$ cat src/rtl/core/assert_macros.svh
// Assertion macros shared by the RTL of the noise channel.
`ifndef ASSERT_MACROS_SVH
`define ASSERT_MACROS_SVH

// Check a property on every clock edge outside of reset.
`define NCLE_ASSERT(lbl, clk, rst, prop, msg) \
   lbl: assert property (@(posedge clk) disable iff (rst) prop) else $error(msg);

// Check a property on every clock edge, reset included.
`define NCLE_ASSERT_ALWAYS(lbl, clk, prop, msg) \
   lbl: assert property (@(posedge clk) prop) else $error(msg);

`endif

$ cat src/rtl/core/ncle_pkg.sv
// Types and constants of the noise channel.
`timescale 1ns / 1ps

package ncle_pkg;

   // Operation carried by one input beat.
   typedef enum logic [2:0] {
      FUNC_DIV_TICK = 3'd0,
      FUNC_LEN_TICK = 3'd1,
      FUNC_ENV_TICK = 3'd2,
      FUNC_WRITE    = 3'd3,
      FUNC_READ     = 3'd4
   } func_type;

   // Register selected by write and read beats.
   typedef enum logic [1:0] {
      REG_LENGTH   = 2'd0,
      REG_ENVELOPE = 2'd1,
      REG_FREQ     = 2'd2,
      REG_CONTROL  = 2'd3
   } reg_type;

   localparam int DIV_W       = 22;
   localparam int LFSR_W      = 15;
   localparam int MAG_W       = 14;
   localparam int SAMPLE_W    = 15;
   localparam int SAMPLE_STEP = 600;
   localparam logic [7:0] DAC_MASK = 8'hF8;
   localparam logic [3:0] VOL_MAX  = 4'd15;
   localparam logic [6:0] BASE_DIV_ZERO = 7'd8;

endpackage

$ cat src/rtl/core/noise_channel_lfsr_envelope_unit.sv
// Top level of the noise sound channel: divider, LFSR, length, envelope, registers.
`timescale 1ns / 1ps
`include "assert_macros.svh"

// Channel   Direction  Content
// req_*     in         tuser: func, reg_index; tdata: write_data
// rsp_*     out        tdata: read_data, audio_sample, channel_on
//
// One beat is accepted per cycle while req_tready is high; its result is held in the output register
// and shows on rsp_* in the cycle after acceptance.
// All channel state is updated in the same cycle by one pass of next-state logic;
// the path is set by the divider period compare and the volume times 600 product.
// A stalled result holds the output register; req_tready stays high while the
// register is empty or being drained, so the input never waits on an idle output.
// Synchronous reset clears all channel state and drops rsp_tvalid.
module noise_channel_lfsr_envelope_unit #(
   parameter int LENGTH_MAX = 64
) (
   input  logic        clock,
   input  logic        reset,
   input  logic        req_tvalid,
   output logic        req_tready,
   input  logic [7:0]  req_tdata,   // [7:0] write_data
   input  logic [4:0]  req_tuser,   // [2:0] func, [4:3] reg_index
   output logic        rsp_tvalid,
   input  logic        rsp_tready,
   output logic [23:0] rsp_tdata    // [7:0] read_data, [22:8] audio_sample, [23] channel_on
);

   // Length counter must hold both the limit and any 6-bit reload value.
   localparam int LEN_W = (LENGTH_MAX > 63) ? $clog2(LENGTH_MAX + 1) : 6;
   localparam logic [LEN_W-1:0] LEN_LIMIT = LEN_W'(LENGTH_MAX);

   ncle_pkg::func_type req_func;
   ncle_pkg::reg_type  req_reg;
   logic               req_fire;

   logic [ncle_pkg::DIV_W-1:0]  divider_count_ff, divider_count_in;
   logic [ncle_pkg::LFSR_W-1:0] shift_reg_ff, shift_reg_in;
   logic                        out_bit_ff, out_bit_in;
   logic [LEN_W-1:0]            length_count_ff, length_count_in;
   logic [5:0]                  length_reload_ff, length_reload_in;
   logic [3:0]                  start_volume_ff, start_volume_in;
   logic [3:0]                  volume_now_ff, volume_now_in;
   logic                        env_up_ff, env_up_in;
   logic [2:0]                  env_pace_ff, env_pace_in;
   logic [3:0]                  env_count_ff, env_count_in;
   logic                        dac_on_ff, dac_on_in;
   logic                        active_ff, active_in;
   logic [2:0]                  div_code_ff, div_code_in;
   logic                        short_mode_ff, short_mode_in;
   logic [3:0]                  shift_amount_ff, shift_amount_in;
   logic                        length_enable_ff, length_enable_in;
   logic                        trigger_bit_ff, trigger_bit_in;

   logic                        rsp_valid_ff;
   logic [7:0]                  read_data_ff, read_data_in;
   logic [ncle_pkg::SAMPLE_W-1:0] sample_ff, sample_in;
   logic                        channel_on_ff;

   logic [ncle_pkg::MAG_W-1:0]  sample_mag;

   assign req_func   = ncle_pkg::func_type'(req_tuser[2:0]);
   assign req_reg    = ncle_pkg::reg_type'(req_tuser[4:3]);
   assign req_tready = !rsp_valid_ff || rsp_tready;
   assign req_fire   = req_tvalid && req_tready;

   // Next channel state for the beat on the input.
   always_comb begin
      logic [6:0]                  base;
      logic [ncle_pkg::DIV_W-1:0]  period;
      logic [ncle_pkg::DIV_W-1:0]  count_inc;
      logic [ncle_pkg::LFSR_W-1:0] lfsr_next;
      logic                        feedback;
      logic [LEN_W-1:0]            len_next;
      logic [3:0]                  env_next;

      divider_count_in = divider_count_ff;
      shift_reg_in     = shift_reg_ff;
      out_bit_in       = out_bit_ff;
      length_count_in  = length_count_ff;
      length_reload_in = length_reload_ff;
      start_volume_in  = start_volume_ff;
      volume_now_in    = volume_now_ff;
      env_up_in        = env_up_ff;
      env_pace_in      = env_pace_ff;
      env_count_in     = env_count_ff;
      dac_on_in        = dac_on_ff;
      active_in        = active_ff;
      div_code_in      = div_code_ff;
      short_mode_in    = short_mode_ff;
      shift_amount_in  = shift_amount_ff;
      length_enable_in = length_enable_ff;
      trigger_bit_in   = trigger_bit_ff;
      read_data_in     = 8'd0;

      base      = (div_code_ff != 3'd0) ? {div_code_ff, 4'b0000} : ncle_pkg::BASE_DIV_ZERO;
      period    = ncle_pkg::DIV_W'(base) << shift_amount_ff;
      count_inc = divider_count_ff + ncle_pkg::DIV_W'(1);

      // XNOR feedback enters at the top, and also at bit 6 in short mode.
      feedback  = ~(shift_reg_ff[0] ^ shift_reg_ff[1]);
      lfsr_next = {feedback, shift_reg_ff[ncle_pkg::LFSR_W-1:1]};
      if (short_mode_ff) begin
         lfsr_next[6] = feedback;
      end

      len_next = (length_count_ff < LEN_LIMIT) ? length_count_ff + LEN_W'(1) : length_count_ff;
      env_next = env_count_ff + 4'd1;

      unique case (req_func)
         ncle_pkg::FUNC_DIV_TICK: begin
            if (count_inc >= period) begin
               divider_count_in = '0;
               shift_reg_in     = lfsr_next;
               out_bit_in       = lfsr_next[0];
            end else begin
               divider_count_in = count_inc;
            end
         end
         ncle_pkg::FUNC_LEN_TICK: begin
            if (length_enable_ff) begin
               length_count_in = len_next;
               if (len_next >= LEN_LIMIT) begin
                  active_in = 1'b0;
               end
            end
         end
         ncle_pkg::FUNC_ENV_TICK: begin
            if (env_pace_ff != 3'd0) begin
               env_count_in = env_next;
               if (env_next >= {1'b0, env_pace_ff}) begin
                  env_count_in = 4'd0;
                  if (env_up_ff) begin
                     if (volume_now_ff < ncle_pkg::VOL_MAX) begin
                        volume_now_in = volume_now_ff + 4'd1;
                     end
                  end else if (volume_now_ff != 4'd0) begin
                     volume_now_in = volume_now_ff - 4'd1;
                  end
               end
            end
         end
         ncle_pkg::FUNC_WRITE: begin
            unique case (req_reg)
               ncle_pkg::REG_LENGTH: begin
                  length_reload_in = req_tdata[5:0];
               end
               ncle_pkg::REG_ENVELOPE: begin
                  start_volume_in = req_tdata[7:4];
                  env_up_in       = req_tdata[3];
                  env_pace_in     = req_tdata[2:0];
                  env_count_in    = {1'b0, req_tdata[2:0]};
                  dac_on_in       = (req_tdata & ncle_pkg::DAC_MASK) != 8'd0;
                  if (!dac_on_in) begin
                     active_in = 1'b0;
                  end
               end
               ncle_pkg::REG_FREQ: begin
                  div_code_in     = req_tdata[2:0];
                  short_mode_in   = req_tdata[3];
                  shift_amount_in = req_tdata[7:4];
               end
               ncle_pkg::REG_CONTROL: begin
                  length_enable_in = req_tdata[6];
                  trigger_bit_in   = req_tdata[7];
                  if (req_tdata[6] && (length_count_ff >= LEN_LIMIT)) begin
                     active_in = 1'b0;
                  end
                  // Trigger: restart the channel, or drop it when the DAC is off.
                  if (req_tdata[7]) begin
                     if (!dac_on_ff) begin
                        active_in = 1'b0;
                     end else begin
                        if (length_count_ff >= LEN_LIMIT) begin
                           length_count_in = LEN_W'(length_reload_ff);
                        end
                        active_in     = 1'b1;
                        env_count_in  = 4'd0;
                        volume_now_in = start_volume_ff;
                        shift_reg_in  = '0;
                     end
                  end
               end
               default: begin
               end
            endcase
         end
         ncle_pkg::FUNC_READ: begin
            unique case (req_reg)
               ncle_pkg::REG_LENGTH:   read_data_in = 8'd0;
               ncle_pkg::REG_ENVELOPE: read_data_in = {start_volume_ff, env_up_ff, env_pace_ff};
               ncle_pkg::REG_FREQ:     read_data_in = {shift_amount_ff, short_mode_ff,
                                                      div_code_ff};
               ncle_pkg::REG_CONTROL:  read_data_in = {trigger_bit_ff, length_enable_ff, 6'd0};
               default:                read_data_in = 8'd0;
            endcase
         end
         default: begin
            // Unknown operation: leave all state as it is.
         end
      endcase
   end

   // Sample from the state after this beat: silent when the DAC or channel is off.
   assign sample_mag = ncle_pkg::MAG_W'({10'd0, volume_now_in} *
                                        ncle_pkg::MAG_W'(ncle_pkg::SAMPLE_STEP));

   always_comb begin
      if (!dac_on_in || !active_in) begin
         sample_in = '0;
      end else if (out_bit_in) begin
         sample_in = {1'b0, sample_mag};
      end else begin
         sample_in = ncle_pkg::SAMPLE_W'(0) - {1'b0, sample_mag};
      end
   end

   // Advance the channel state on every accepted beat.
   always_ff @(posedge clock) begin
      if (reset) begin
         divider_count_ff <= '0;
         shift_reg_ff     <= '0;
         out_bit_ff       <= 1'b0;
         length_count_ff  <= '0;
         length_reload_ff <= '0;
         start_volume_ff  <= '0;
         volume_now_ff    <= '0;
         env_up_ff        <= 1'b0;
         env_pace_ff      <= '0;
         env_count_ff     <= '0;
         dac_on_ff        <= 1'b0;
         active_ff        <= 1'b0;
         div_code_ff      <= '0;
         short_mode_ff    <= 1'b0;
         shift_amount_ff  <= '0;
         length_enable_ff <= 1'b0;
         trigger_bit_ff   <= 1'b0;
      end else if (req_fire) begin
         divider_count_ff <= divider_count_in;
         shift_reg_ff     <= shift_reg_in;
         out_bit_ff       <= out_bit_in;
         length_count_ff  <= length_count_in;
         length_reload_ff <= length_reload_in;
         start_volume_ff  <= start_volume_in;
         volume_now_ff    <= volume_now_in;
         env_up_ff        <= env_up_in;
         env_pace_ff      <= env_pace_in;
         env_count_ff     <= env_count_in;
         dac_on_ff        <= dac_on_in;
         active_ff        <= active_in;
         div_code_ff      <= div_code_in;
         short_mode_ff    <= short_mode_in;
         shift_amount_ff  <= shift_amount_in;
         length_enable_ff <= length_enable_in;
         trigger_bit_ff   <= trigger_bit_in;
      end
   end

   // Output register: load on accept, drop valid once the beat is taken.
   always_ff @(posedge clock) begin
      if (reset) begin
         rsp_valid_ff <= 1'b0;
      end else if (req_fire) begin
         rsp_valid_ff <= 1'b1;
      end else if (rsp_tready) begin
         rsp_valid_ff <= 1'b0;
      end
   end

   always_ff @(posedge clock) begin
      if (req_fire) begin
         read_data_ff  <= read_data_in;
         sample_ff     <= sample_in;
         channel_on_ff <= active_in;
      end
   end

   assign rsp_tvalid = rsp_valid_ff;
   assign rsp_tdata  = {channel_on_ff, sample_ff, read_data_ff};

   `NCLE_ASSERT(a_active_needs_dac, clock, reset, active_ff |-> dac_on_ff, "channel active with DAC off")
   `NCLE_ASSERT(a_sample_needs_on, clock, reset, (rsp_tvalid && (rsp_tdata[22:8] != 15'd0)) |-> rsp_tdata[23], "nonzero sample while channel off")
   `NCLE_ASSERT(a_accept_gives_rsp, clock, reset, req_fire |=> rsp_tvalid, "accepted beat gave no result")
   `NCLE_ASSERT(a_read_data_only_read, clock, reset, (req_fire && (req_func != ncle_pkg::FUNC_READ)) |=> (rsp_tdata[7:0] == 8'd0), "read data on a non-read beat")

endmodule

$ cat config.mk
export PLATFORM = sky130hd
export DESIGN_NAME = noise_channel_lfsr_envelope_unit
export DESIGN_NICKNAME = d
export VERILOG_FILES = /design/src/rtl/core/ncle_pkg.sv /design/src/rtl/core/noise_channel_lfsr_envelope_unit.sv
export VERILOG_INCLUDE_DIRS = /design/src /design/src/rtl/core
export SDC_FILE = /design/constraint.sdc
export NUM_CORES = 1
export LEC_CHECK = 0
export ABC_AREA = 1
export BUFFER_PORTS_ARGS = -buffer_cell sky130_fd_sc_hd__buf_4
export CAP_MARGIN = 10
export CORE_UTILIZATION = 40
export CTS_CLUSTER_SIZE = 16
export DETAILED_ROUTE_END_ITERATION = 6
export HOLD_SLACK_MARGIN = 0.02
export PLACE_DENSITY = 0.67
export SYNTH_ARGS = -nofsm -noshare
export SYNTH_HDL_FRONTEND = slang
export SYNTH_SLANG_ARGS = --single-unit
export TNS_END_PERCENT = 10
$ cat constraint.sdc
create_clock -name clock -period 3.73 [get_ports clock]
set_clock_uncertainty 0.1 [all_clocks]
set_input_delay 0.1865 -clock clock [delete_from_list [all_inputs] [get_ports clock]]
set_output_delay 0.1865 -clock clock [all_outputs]
set_load 0.005 [all_outputs]
# --- Yosys cells after proc, flatten, opt, wreduce, memory -nomap -nowiden ---
# Cells that the tools add are included.
# Widths: inputs -> output; s select.
totals:
  input_bits: 17
  output_inout_bits: 26
  reg_bits: 104
classes:
  eq_ne: 17
  addsub: 6
  mul: 1
  magnitude_cmp: 6
  n_shift: 1
  n_mux: 46
  bitwise_logic: 2
  reduce_logical: 26
ops:
  columns: ["op", "n"]
  rows:
  - ["$mux 15", 4]
  - ["$mux 7", 7]
  - ["$mux 4", 12]
  - ["$pmux 8 s4", 1]
  - ["$pmux 15 s2", 1]
  - ["$pmux 4 s2", 3]
  - ["$add 22x1->22 const B", 1]
  - ["$ge 22x22->1", 1]
  - ["$mux 22", 1]
  - ["$shl 7x4->22", 1]
  - ["$sub 1x14->15 const A", 1]
  - ["$ge 7x7->1 const B", 2]
  - ["$mux 14", 1]
  - ["$ne 2x2->1 const B", 7]
  - ["$pmux 7 s2", 1]
  - ["$mux 1", 13]
  - ["$reduce_and 3->1", 4]
  - ["$reduce_and 6->1", 2]
  - ["$mul 4x7->11 const B", 1]
  - ["$ne 3x3->1 const B", 3]
  - ["$add 4x1->4 const B", 2]
  - ["$reduce_bool 2->1", 4]
  - ["$reduce_bool 8->1", 1]
  - ["$add 7x1->7 const B", 1]
  - ["22 further kinds", 30]

# --- Logic depth before layout (Yosys ltp) ---
depth:
  ltp_word: 9
  depth_mapped: 29
  ltp_nobuf: 29

# --- Worst setup path before layout ---
# Ideal clock, no wire load.
synth_path:
  path_type: "flip-flop to flip-flop"
  startpoint: "register env_count_ff[0]"
  endpoint: "register sample_ff[13] (netlist bit) (data pin)"
  path_buffers: 0
  path_stages_with_launch: 25
  required_time_ns: 3.375
  period_less_slack_ns: 4.140
  setup_time_ns: 0.255
  slack_ns: -0.410
  arrival_ns: 3.785
  cell_sequence: "dfxtp_1 -> ha_1 -> ha_1 -> o21ai_0 -> nand2_1 -> nand2_1 -> nand2_1 -> nand2_1 -> nand2_1 -> nand3_1 -> a21oi_1 -> ha_1 -> fa_1 -> ha_1 -> nand3_1 -> nand2_1 -> a21oi_1 -> o21ai_0 -> xor2_1 -> nand3b_1 -> nor2_1 -> nand2_1 -> nand3_1 -> nand2_1 -> nor2_1"
synth_between:
  elab_chain_len: 8
synth_lines:
  columns: ["element", "line", "text"]
  rows:
  - ["start, declared", "noise_channel_lfsr_envelope_unit.sv:47", "logic [3:0] env_count_ff, env_count_in;"]
  - ["start signal, assigned", "noise_channel_lfsr_envelope_unit.sv:249", "env_count_ff <= env_count_in;"]
  - ["$add 4x1->4 *", "noise_channel_lfsr_envelope_unit.sv:109", "env_next = env_count_ff + 4'd1;"]
  - ["$ge 4x3->1 *", "noise_channel_lfsr_envelope_unit.sv:132", "if (env_next >= {1'b0, env_pace_ff}) begin"]
  - ["$mux 4 *", "noise_channel_lfsr_envelope_unit.sv:132", null]
  - ["$mux 4 *", "noise_channel_lfsr_envelope_unit.sv:130", "if (env_pace_ff != 3'd0) begin"]
  - ["$pmux 4 s2 *", "noise_channel_lfsr_envelope_unit.sv:111", "unique case (req_func)"]
  - ["net volume_now_in[3]", "noise_channel_lfsr_envelope_unit.sv:44", "logic [3:0] volume_now_ff, volume_now_in;"]
  - ["$mul 4x7->11 *", "noise_channel_lfsr_envelope_unit.sv:206", "assign sample_mag = ncle_pkg::MAG_W'({10'd0, volume_now_in} *"]
  - ["$sub 1x14->15", "noise_channel_lfsr_envelope_unit.sv:215", "sample_in = ncle_pkg::SAMPLE_W'(0) - {1'b0, sample_mag};"]
  - ["$mux 14 *", "noise_channel_lfsr_envelope_unit.sv:212", "end else if (out_bit_in) begin"]
  - ["end signal, assigned", "noise_channel_lfsr_envelope_unit.sv:274", "sample_ff <= sample_in;"]
  - ["end, declared", "noise_channel_lfsr_envelope_unit.sv:58", "logic [ncle_pkg::SAMPLE_W-1:0] sample_ff, sample_in;"]
# Mark *: on every way through the listed nets, which the timed path passes. The rest lies on a longest branch.
# A chain may end at the register's enable or synchronous reset.

# --- Final worst setup path ---
layout_path:
  startpoint: "register env_count_ff[1]"
  endpoint: "register sample_ff[11] (netlist bit) (data pin)"
# Same word-level chain as after synthesis.

==> impl_metrics.ini <==
[grt]
overflow = 0
antenna_found_initial = 0
grt_pass1_vias = 5382
grt_pass1_wl_mm = 25.7
grt_max_degree = 44
grtUsageTotal_pct = 19.8

[outcome]
outcome = finished with violations
violations = setup timing

[clock_tree]
clock_latency_ns = 0.35
path_clk_slew_ns = 0.07
root_buffer = clkbuf_16
numClockSinks = 101
h-tree-depth = 3
clockBufferDepth = 2
cts_tree = yes
cts_inserted_buffers = 9

[synth]
synth.top_cell.area_share_pct = 25.8
syn_area_um2 = 6210
syn_inst = 854
synthDistinctLibCells = 51
avgSynthCellArea_um2 = 7.27
ys_ff_latch = 101
synth_edf_count = 21
synth_largest_area_cell = dfxtp_1
ys_top_cells_by_area = dfxtp_1 (26%), edfxtp_1 (10%), nand2_1 (10%)
synthArstFlopShare_pct = 0
yosysWarnings = 0
ys.flop_type = dfxtp_1
yosysSeqAreaShare_pct = 35.9

[pwr]
p_sw_mw = 0.743
power.leakage_nw = 3.25
report.power.total_mw = 2.65
power-per-cell-area_nw_per_um2 = 346
swShare_pct = 28.0
intPower_mw = 1.91
p_seq_share_pct = 43.5
clock_power_share_pct = 35.7
vdd_drop_max_mv = 0.236
power_frac_comb_pct = 20.8

[floorplanning]
start_util_pct = 40.9
die_w_um = 127
core.rowCount = 45
core_um2 = 15200
fp.dieArea_um2 = 16000
ios = 43
die_h_um = 127

[timing]
fmax_ghz = 0.256
rsz0062_at_grt = true
tightest_slew_ns = 1.05
post-route-period-util_pct = 105
slew_headroom_pct = 30.2
setup_ws_ns = -0.172
period_needed_ns = 3.90
setup_viol = 7
slew_viol_final = 0
timing.hold.ws_ns = 0.0370
hold_violations = 0
tns_ns = -0.842

[final_layout]
final_util_pct = 50.5
area_delta_synth_final_pct = 23.5
nNetsFinal = 990
fin_area_um2 = 7670
final_common_cell = nand2_1
mostFrequentLayoutCells = nand2_1 (155), buf_4 (89), a21oi_1 (84)
n_antenna_cell = 0
stdcell_count = 1123
drive_gt1_share_pct = 21.9

[routing]
vias_per_cell = 5.25
antenna_left = 0
wl_mm = 15.6
firstDrtPassIters = 5
drtIter0Drc = 348
route.detailed.drc = 0
num_vias = 5895
drt-wirelength-per-cell_um = 13.9

[worst_setup_path]
cp_max_fo = 5
rr_endpoint = sample_ff[11]
critPathKind = flop to flop
r2r_cells = 22
cp.arrival_ns = 3.91
reg2reg_from = env_count_ff[1]
cp.required_ns = 3.74
rrSetupSlack_ns = -0.17
start_kind = flop
end_kind = flop

[placement]
place_ws_ns = -0.200
place_congestion = 0.862
dp.cells = 1094
dpl.hpwl_mm = 11.0
io_buffers = 39
post_dp_cell_area_um2 = 7050

[run]
drv_cap = 0

[min_path]
hold_class = input port to flop
worstHoldPathCells = 4
holdPathEnd = rsp_tvalid
min_from = rsp_tready
## worst max-delay path, cell delays in order (launching register included)
cell,delay [ns]
dfxtp_2,0.34
ha_4,0.24
ha_4,0.26
o21ai_2,0.04
nand2_1,0.05
nand2_1,0.05
nand2_2,0.11
nand3_2,0.08
nand2_1,0.09
o211ai_1,0.10
a22oi_2,0.25
ha_2,0.24
fa_2,0.48
buf_6,0.14
nand3_2,0.06
nand2_2,0.07
buf_6,0.12
xor2_4,0.15
nor3_2,0.15
nand3b_1,0.15
buf_4,0.17
a21oi_1,0.15
nor2_1,0.07
## power groups by stage
stage	clock network, mW	registers (mW)	logic (mW)
2_1_floorplan	0	1.17	0.284
5_1_grt	1.01	1.16	0.604
3_3_place_gp	0	1.18	0.450
6_report	0.947	1.15	0.552
4_1_cts	0.974	1.15	0.505
3_5_place_dp	0	1.18	0.454
## how the worst max path moves through the flow
stage,depth (start not counted),end,startpoint
floorplan,27,sample_ff[13],env_count_ff[0]
global placement,22,sample_ff[12],env_count_ff[1]
detailed placement,25,sample_ff[14],env_count_ff[1]
CTS,23,sample_ff[13],env_count_ff[0]
global route,25,sample_ff[13],env_count_ff[1]
finish,22,sample_ff[11],env_count_ff[1]
## cell usage after synthesis (all sizes together), types with 2 or more instances
master / count
a21oi: 91
a221oi: 3
a22oi: 12
a31oi: 6
and2: 2
buf: 15
clkbuf: 18
clkinv: 3
dfxtp: 80
edfxtp: 21
ha: 42
inv: 93
nand2: 176
nand3: 54
nand3b: 3
nand4: 9
nor2: 89
nor3: 15
nor4: 3
o211ai: 5
o21a: 3
o21ai: 73
o32ai: 2
xnor2: 8
xor2: 17
## final cells by class
class                   instances  area [um2]
clock buffers                  11         233
clock inverters                 5        60.1
fillers                      1448        7530
inverters                      96         372
multi-input cells             626        3790
flip-flops and latches        101        2240
well taps                     188         235
repair buffers                 95         732
repair inverters                1        7.51
## kinds of logic (layout without fill, tap and decap cells)
kind of cell / Yosys count / after routing / synth area share, %
fa+ha+maj: 43 / 43 / 8.78
simple gates: 353 / 353 / 25.2
buf+inv: 129 / 208 / 8.36
xor+xnor: 25 / 25 / 3.65
compound gates: 202 / 202 / 18.1
flops: 101 / 101 / 35.9
other cells: 1 / 3 / 0.0604
## sequential cells by signal (all words and copies together), names as in the netlist
signal,flops
short_mode_ff,1
length_count_ff,7
dac_on_ff,1
rsp_tvalid,1
div_code_ff,3
channel_on_ff,1
start_volume_ff,4
env_count_ff,4
read_data_ff,8
trigger_bit_ff,1
volume_now_ff,4
divider_count_ff,22
env_pace_ff,3
length_enable_ff,1
shift_amount_ff,4
sample_ff,12
env_up_ff,1
shift_reg_ff,15
active_ff,1
out_bit_ff,1
length_reload_ff,6
## layer usage
layer / global-route usage [%] / up-vias / wire (um)
li1: - / 3019 / -
met3: 3.71 / 20 / 547
met5: 0 / - / 0
met2: 34.3 / 106 / 7720
met4: 5.74 / 0 / 214
met1: 25.1 / 2750 / 7080
## repair_timing
action | 4_1_cts | 5_1_grt
gates cloned | 0 | 1
hold endpoints to repair | 4 | 0
setup buffers | 6 | 3
endpoints found under the setup margin | 6 | 27
hold buffers | 3 | 0
gates resized for setup | 23 | 34
pin swaps | 34 | 21
(Power assumes the default switching activity.)
